File: src/sv/tccw_pkg.sv
`timescale 1ns / 1ps
// tccw_pkg: shared types, constants and helpers for the text console cursor writer
// no dependencies

package tccw_pkg;

    localparam int COLUMNS = 80;
    localparam int ROWS    = 25;

    // row reaches ROWS when it runs off the screen, so it needs room for that value
    localparam int ROW_W  = $clog2(ROWS + 1);
    localparam int COL_W  = $clog2(COLUMNS);
    localparam int CELL_W = 11;

    localparam logic [7:0] NEWLINE_CODE = 8'd10;

    // operation codes
    localparam logic [1:0] FUNC_PUT   = 2'd0;
    localparam logic [1:0] FUNC_DEL   = 2'd1;
    localparam logic [1:0] FUNC_CLEAR = 2'd2;

    // register indexes
    localparam logic CFG_FG = 1'b0;
    localparam logic CFG_BG = 1'b1;

    localparam logic [3:0] FG_RESET = 4'd15;
    localparam logic [3:0] BG_RESET = 4'd0;

    typedef struct packed {
        logic [1:0] func;
        logic [7:0] char_code;
    } t_in_beat;

    typedef struct packed {
        logic              write_enable;
        logic [CELL_W-1:0] cell_index;
        logic [7:0]        char_out;
        logic [7:0]        attr_out;
        logic              clear_all;
        logic [CELL_W-1:0] cursor_pos;
    } t_out_beat;

    typedef struct packed {
        logic [ROW_W-1:0] row;
        logic [COL_W-1:0] col;
    } t_cursor;

    // linear cell number, wrapped to the output width
    function automatic logic [CELL_W-1:0] cell_of(input t_cursor cur);
        logic [CELL_W+ROW_W-1:0] prod;
        prod = (CELL_W+ROW_W)'(cur.row) * (CELL_W+ROW_W)'(COLUMNS)
             + (CELL_W+ROW_W)'(cur.col);
        return prod[CELL_W-1:0];
    endfunction

endpackage

File: src/sv/tccw_step.sv
`timescale 1ns / 1ps
// tccw_step: next cursor and result beat for one operation
// depends on tccw_pkg

module tccw_step
    import tccw_pkg::*;
(
    input  t_in_beat   i_beat,
    input  t_cursor    i_cur,
    input  logic [7:0] i_attr,
    output t_cursor    o_cur,
    output t_out_beat  o_beat
);

    t_cursor  cur_n;
    t_cursor  wr_cur;
    logic     we;
    logic     clr;
    logic [7:0] ch;

    always_comb begin
        cur_n  = i_cur;
        wr_cur = i_cur;
        we     = 1'b0;
        clr    = 1'b0;
        ch     = 8'd0;
        unique case (i_beat.func)
            FUNC_PUT: begin
                if (i_beat.char_code == NEWLINE_CODE) begin
                    cur_n.col = '0;
                    if (i_cur.row < ROW_W'(ROWS)) begin
                        cur_n.row = i_cur.row + ROW_W'(1);
                    end
                end else if (i_cur.row < ROW_W'(ROWS)) begin
                    we = 1'b1;
                    ch = i_beat.char_code;
                    if (i_cur.col == COL_W'(COLUMNS - 1)) begin
                        cur_n.col = '0;
                        cur_n.row = i_cur.row + ROW_W'(1);
                    end else begin
                        cur_n.col = i_cur.col + COL_W'(1);
                    end
                end
            end
            FUNC_DEL: begin
                if (i_cur.row != '0 || i_cur.col != '0) begin
                    if (i_cur.col == '0) begin
                        cur_n.col = COL_W'(COLUMNS - 1);
                        cur_n.row = i_cur.row - ROW_W'(1);
                    end else begin
                        cur_n.col = i_cur.col - COL_W'(1);
                    end
                    we     = 1'b1;
                    wr_cur = cur_n;
                end
            end
            FUNC_CLEAR: begin
                cur_n = '0;
                clr   = 1'b1;
            end
            default: begin
                // unused code leaves everything alone
                cur_n = i_cur;
            end
        endcase
    end

    assign o_cur = cur_n;

    always_comb begin
        o_beat              = '0;
        o_beat.write_enable = we;
        o_beat.cell_index   = we ? cell_of(wr_cur) : '0;
        o_beat.char_out     = we ? ch : 8'd0;
        o_beat.attr_out     = we ? i_attr : 8'd0;
        o_beat.clear_all    = clr;
        o_beat.cursor_pos   = cell_of(cur_n);
    end

endmodule

File: src/sv/text_console_cursor_writer.sv
`timescale 1ns / 1ps
// text_console_cursor_writer: top level, input and result registers, cursor and color state
// depends on tccw_pkg and tccw_step

// Takes one operation beat per cycle (put character, delete, clear) unless the result side
// stalls, and returns one result beat per operation, carrying the cell write (if any), the
// clear request and the new cursor position. The accepting edge loads the input register;
// the result register is loaded from it once the result register is free. The cursor update
// is combinational between those registers, so back-to-back beats see each other's cursor.
// The user writes colors on the config port only while no beat is in flight; the block
// itself does not enforce this.

module text_console_cursor_writer
    import tccw_pkg::*;
(
    input  logic      i_clk,
    input  logic      i_rst_n,
    input  logic      i_in_valid,
    output logic      o_in_ready,
    input  t_in_beat  i_in_data,
    output logic      o_out_valid,
    input  logic      i_out_ready,
    output t_out_beat o_out_data,
    input  logic      i_cfg_we,
    input  logic      i_cfg_index,
    input  logic [3:0] i_cfg_data
);

    logic      r_in_valid;
    t_in_beat  r_in;
    logic      r_out_valid;
    t_out_beat r_out;
    t_cursor   r_cur;
    logic [3:0] r_fg;
    logic [3:0] r_bg;

    t_cursor   n_cur;
    t_out_beat n_out;
    logic      out_free;
    logic      fire;

    assign out_free   = !r_out_valid || i_out_ready;
    assign fire       = r_in_valid && out_free;
    assign o_in_ready = !r_in_valid || out_free;

    tccw_step u_step (
        .i_beat (r_in),
        .i_cur  (r_cur),
        .i_attr ({r_bg, r_fg}),
        .o_cur  (n_cur),
        .o_beat (n_out)
    );

    always_ff @(posedge i_clk) begin
        if (!i_rst_n) begin
            r_in_valid  <= 1'b0;
            r_out_valid <= 1'b0;
            r_cur       <= '0;
            r_fg        <= FG_RESET;
            r_bg        <= BG_RESET;
        end else begin
            if (o_in_ready) begin
                r_in_valid <= i_in_valid;
            end
            if (out_free) begin
                r_out_valid <= r_in_valid;
            end
            if (fire) begin
                r_cur <= n_cur;
            end
            if (i_cfg_we) begin
                unique case (i_cfg_index)
                    CFG_FG: r_fg <= i_cfg_data;
                    CFG_BG: r_bg <= i_cfg_data;
                    default: r_fg <= r_fg;
                endcase
            end
        end
    end

    // payload registers
    always_ff @(posedge i_clk) begin
        if (o_in_ready && i_in_valid) begin
            r_in <= i_in_data;
        end
        if (fire) begin
            r_out <= n_out;
        end
    end

    assign o_out_valid = r_out_valid;
    assign o_out_data  = r_out;

    // cursor never leaves its legal range
    a_cursor_range: assert property (@(posedge i_clk) disable iff (!i_rst_n)
        (r_cur.row <= ROW_W'(ROWS)) && (r_cur.col < COL_W'(COLUMNS)))
        else $error("cursor out of range");

    // a clear never comes with a cell write and always homes the cursor
    a_clear_home: assert property (@(posedge i_clk) disable iff (!i_rst_n)
        (r_out_valid && r_out.clear_all) |->
            (!r_out.write_enable && r_out.cursor_pos == '0))
        else $error("clear beat not homed or also writing");

    // no write means zeroed write fields
    a_idle_fields: assert property (@(posedge i_clk) disable iff (!i_rst_n)
        (r_out_valid && !r_out.write_enable) |->
            (r_out.cell_index == '0 && r_out.char_out == 8'd0 && r_out.attr_out == 8'd0))
        else $error("write fields set without a write");

    // reported cursor follows the cursor state after each step
    a_cursor_track: assert property (@(posedge i_clk) disable iff (!i_rst_n)
        fire |=> (r_out.cursor_pos == cell_of(r_cur)))
        else $error("result cursor does not match cursor state");

endmodule

File: config.mk
export PLATFORM = sky130hd
export DESIGN_NAME = text_console_cursor_writer
export DESIGN_NICKNAME = d
export VERILOG_FILES = /design/src/sv/tccw_pkg.sv /design/src/sv/tccw_step.sv /design/src/sv/text_console_cursor_writer.sv
export SDC_FILE = /design/constraint.sdc
export NUM_CORES = 1
export LEC_CHECK = 0
export BUFFER_PORTS_ARGS = -buffer_cell sky130_fd_sc_hd__buf_2
export CORE_MARGIN = 1
export CORE_UTILIZATION = 45
export DETAILED_ROUTE_END_ITERATION = 6
export GPL_ROUTABILITY_DRIVEN = 0
export PLACE_DENSITY = 0.65
export SLEW_MARGIN = 20
export SYNTH_ARGS = -nofsm -noshare
export SYNTH_HDL_FRONTEND = slang
export SYNTH_SLANG_ARGS = --single-unit
File: constraint.sdc
create_clock -name i_clk -period 9.5 [get_ports i_clk]
set_input_delay 1.9 -clock i_clk [delete_from_list [all_inputs] [get_ports i_clk]]
set_output_delay 1.9 -clock i_clk [all_outputs]
set_load 0.005 [all_outputs]
Word-level counts from Yosys, hierarchy flattened:

Index checks and enable logic that the tools add are counted.
W data, S select, Z words.

* mux-type cells: 15
* equality and inequality tests: 4
* bitwise gates (word level): 4
* add/sub/neg operators: 6
* reduce and logical (&&, ||, !) cells: 14
* magnitude comparators: 1
* $mul: 2

Operators with widths (number)
* $mux W12: 4
* $pmux W12 S3: 1
* $add A11 B7 Y11: 2
* $mux W5: 3
* $mul A5 B3 Y7 const B: 2
* $mux W7: 2
* $eq A8 B4 Y1 const B: 1
* $add A7 B1 Y7 const B: 1
* $eq A7 B7 Y1 const B: 1
* $logic_not A7 Y1: 1
* $reduce_bool A7 Y1: 1
* $sub A7 B1 Y7 const B: 1
* $add A5 B1 Y5 const B: 1
* $lt A5 B5 Y1 const B: 1
* $reduce_bool A5 Y1: 1
* $sub A5 B1 Y5 const B: 1
* $mux W1: 4
* $not A1 Y1: 4
* $reduce_and A2 Y1: 2
* $reduce_or A4 Y1: 1
* $logic_or A1 B1 Y1: 3
* $eq A2 B1 Y1 const B: 1
* $eq A2 B2 Y1 const B: 1
* $logic_and A1 B1 Y1: 2
* other kinds (3): 4

* output and inout port bits: 42
* input bits: 20
* flip-flop bits (word level): 72
* word-level logic and storage cells: 60

Logic depth before layout (Yosys ltp):

* depth in word-level cells: 7
* mapped depth: 18
* mapped depth without buffers: 16

Hierarchy:

A second synthesis with hierarchy kept.

* cell total of the unflattened synthesis: 410
* area, all modules: 4194.0 um2

By module, submodules not included
* text_console_cursor_writer: instances 1, cells each 144, sequential area each 1941.9 um2, area each 2389.8 um2
* tccw_step: instances 1, cells each 266, sequential area each 0.0 um2, area each 1804.2 um2

Least setup slack after synthesis:

Ideal clock, no wire load.

* path type: input-to-output
* start point: input i_out_ready
* end point: output o_in_ready
* buffers on the path: 0
* stages: 2
* slack: 5.457 ns
* data required time: 7.600 ns
* data arrival time: 2.143 ns
* path through: nor2b_1 > nand2_1

* longest elaborated chain between the ends: 2

RTL lines
* start: declaration: RTL line text_console_cursor_writer.sv:22 `input logic i_out_ready,`
* $logic_or A1 B1 Y1: RTL line text_console_cursor_writer.sv:42 `assign out_free = !r_out_valid || i_out_ready;`
* $logic_or A1 B1 Y1: RTL line text_console_cursor_writer.sv:44 `assign o_in_ready = !r_in_valid || out_free;`
* end: declaration: RTL line text_console_cursor_writer.sv:19 `output logic o_in_ready,`

No other way between the ends.

Worst setup path after layout:

Same ends and word-level chain as after synthesis.

==> metrics.txt <==
most numerous cell in the Yosys netlist edfxtp_1; drt drc 0; clk slew on worst S/H paths ~80 ps; I/O Pins 62; initial antenna violation count 0; maxcap violations 0; Worst Skew ~13 ps; Pleak about 2 nW; Worst Tran Pin Value about 1100 ps; sequential area share after synthesis roughly 45%; Sum Neg Setup Slack 0 ps; CTS Hold Bufs 0; ANT nets after route 0; reg2reg start r_cur[0]; r2r endpoint o_out_data[38]; Total Routing Usage GR approximately a fifth; synthesized area about 0.0043 mm^2; clock sink total 72; synth cell count leaders edfxtp_1, nand2_1, nor2_1; first-pass GRT wire length ~16 mm; hold crit path type reg -> reg; fin nets between 500 and 600; Max Slew Vio Count 0; CTS tree built; worst hold stages 2; crit-path max FO 3; Rows 35; CP Class in -> out; total grt overflow 0; # placed instances roughly 580; Startpoint Class primary input; Power Dens Cells around 150 mW/mm^2; Syn-to-layout area delta 12.3%; largest net degree at the start of global routing 54; # port buffers around 60; HPWL after DPL between 6 and 7 mm; Register-to-Register Path Depth 16; share of layout cells above drive strength 1 approximately 23%; buffer levels on the longest clock path 2; final std cells w/o fill approximately 600; starting density of the core a little under half; Final Hold Viols 0; H-tree Lvls 3; insertion delay to the later sink of the worst-skew pair between 300 and 400 ps; outcome finished, final reports clean; Crit. End Element output pin; Yosys reg bits 72; Syn Nets 466; vias per std cell ~5.6; final critical-path required period between 4000 and 5000 ps; Core Area 0.00928 mm^2; WP data arrival ~2400 ps; area leader, netlist edfxtp_1; post-synthesis async set-or-reset flop share 0%; clock root buffer clkbuf_8; Highest Clock Rate between 200 and 250 MHz; vias in the first global route 3232; DR vias around 3400; Setup violations, final 0; flop2flop setup slack about 5200 ps; RSZ-0062 raised after global routing no; n_diodes 0; maximum vdd drop approximately 0.00011 V; synthesized area per cell around 10 um^2; Post-Route WL roughly 9.6 mm; CTS resizes 0; Netlist cell types 74; ranking of synthesized cells by area edfxtp_1, dfxtp_1, ha_1, nand2_1, nor2_1; Syn Inst Count 420; Worst Hold Endpoint r_bg[2]; Setup Fix Bufs, Post-CTS 0; Die Y roughly 100 um; Max transition margin 29.0%; Yosys Warn Count 0; hold path start r_bg[2]; Initial DRT Pass Iterations 5; Wirelength per Cell about 16 um; Worst Path Required approximately 7600 ps; EDFF count, synth 50; top_reg_cell synth edfxtp_1; final worst-path cycle share between 40% and 50%; die area around 0.010 mm^2; Iter 0 DRT Violations about 220; CTS Buf Count 9; share of the synthesized area in the top cell type 34.6%; die width ~100 um
## metal layers
layer	GRT usage [%]	part of all wire, %	vias to the layer above
met5	0	0	-
met4	8.03	2.1	0
met3	4.18	5.2	20
met2	32.9	48	101
met1	25.5	44	1607
li1	-	-	1641
## stage by stage
step | hold slack (ps) | total power, W | utilization, % | cell area (um^2) | setup WS (ps)
final | 454 | 0.000721 | 52.5 | 4880 | 5200
after global routing | 485 | 0.000753 | 52.5 | 4880 | 4910
after CTS | 457 | 0.000727 | 52.5 | 4880 | 5210
after detailed placement | 447 | 0.000487 | 50.4 | 4680 | 5210
after global placement | 446 | 0.000484 | 50.4 | 4680 | 5240
after floorplan | 432 | 0.000454 | - | 4340 | 5460
## kinds of logic (layout without fill, tap and decap cells)
kind of cell / Yosys count / count (layout) / synth area share [%]
AOI/OAI and AO/OA: 105 / 105 / 18.1
DFF: 72 / 72 / 44.7
and+or+nand+nor: 149 / 149 / 19.6
xor gates and xnor gates: 12 / 12 / 2.42
muxes: 10 / 10 / 2.36
buffers and inverters: 46 / 96 / 4.61
adders and majority gates: 26 / 26 / 8.18
## cell usage in the layout, fill, tap and decap left out, types with 4 or more instances in the layout
master and n:
a211oi_1 5, a21o_1 9, a21oi_1 16, a221oi_1 4, a31oi_1 5, and2_1 5, and3_1 10, buf_2 61
clkbuf_8 9, dfxtp_1 22, edfxtp_1 50, fa_1 4, ha_1 22, inv_1 17, mux2i_1 8, nand2_1 34
nand2b_1 8, nand3_1 7, nand4_1 5, nor2_1 32, nor2b_1 15, nor3_1 11, o21a_1 4, o21ai_0 18
o21ai_1 4, o22ai_1 5, xnor2_1 5, xor2_1 7
## report_power, final
part / switching [W] / leakage (nW) / total, W / internal, W
sequential: 0.0000139 / 0.662 / 0.000369 / 0.000355
combinational: 0.0000674 / 1.25 / 0.000112 / 0.0000443
clock: 0.000119 / 0.0933 / 0.000240 / 0.000121
## layout make-up
type	count	area (um^2)
Fill cell	869	4410
Inverter	19	71.3
Clock buffer	9	124
Tap cell	129	161
Sequential cell	72	1940
Clock inverter	7	71.3
Multi-Input combinational cell	302	2200
Timing Repair Buffer	61	305
## state kept, by name, indices dropped and copies added (netlist names)
| register | count |
|---|---|
| r_fg | 4 |
| r_in_valid | 1 |
| o_out_data | 40 |
| r_cur | 12 |
| r_bg | 4 |
| o_out_valid | 1 |
| r_in | 10 |
## how the worst max path moves through the flow
stage                     depth (start not counted)        start             end  slack [ps]
after global placement                            4  i_out_ready      o_in_ready        5240
after CTS                                         4  i_out_ready      o_in_ready        5210
final                                             4  i_out_ready      o_in_ready        5200
after floorplan                                   2  i_out_ready      o_in_ready        5460
after detailed placement                          4  i_out_ready      o_in_ready        5210
after global routing                             16     r_cur[0]  o_out_data[38]        4910
## critical path, stage by stage
cell	delay, ps
buf_2	100
nor2b_1	180
nand2_1	90
buf_2	130
No activity file was read; power rests on OpenSTA's default activity.
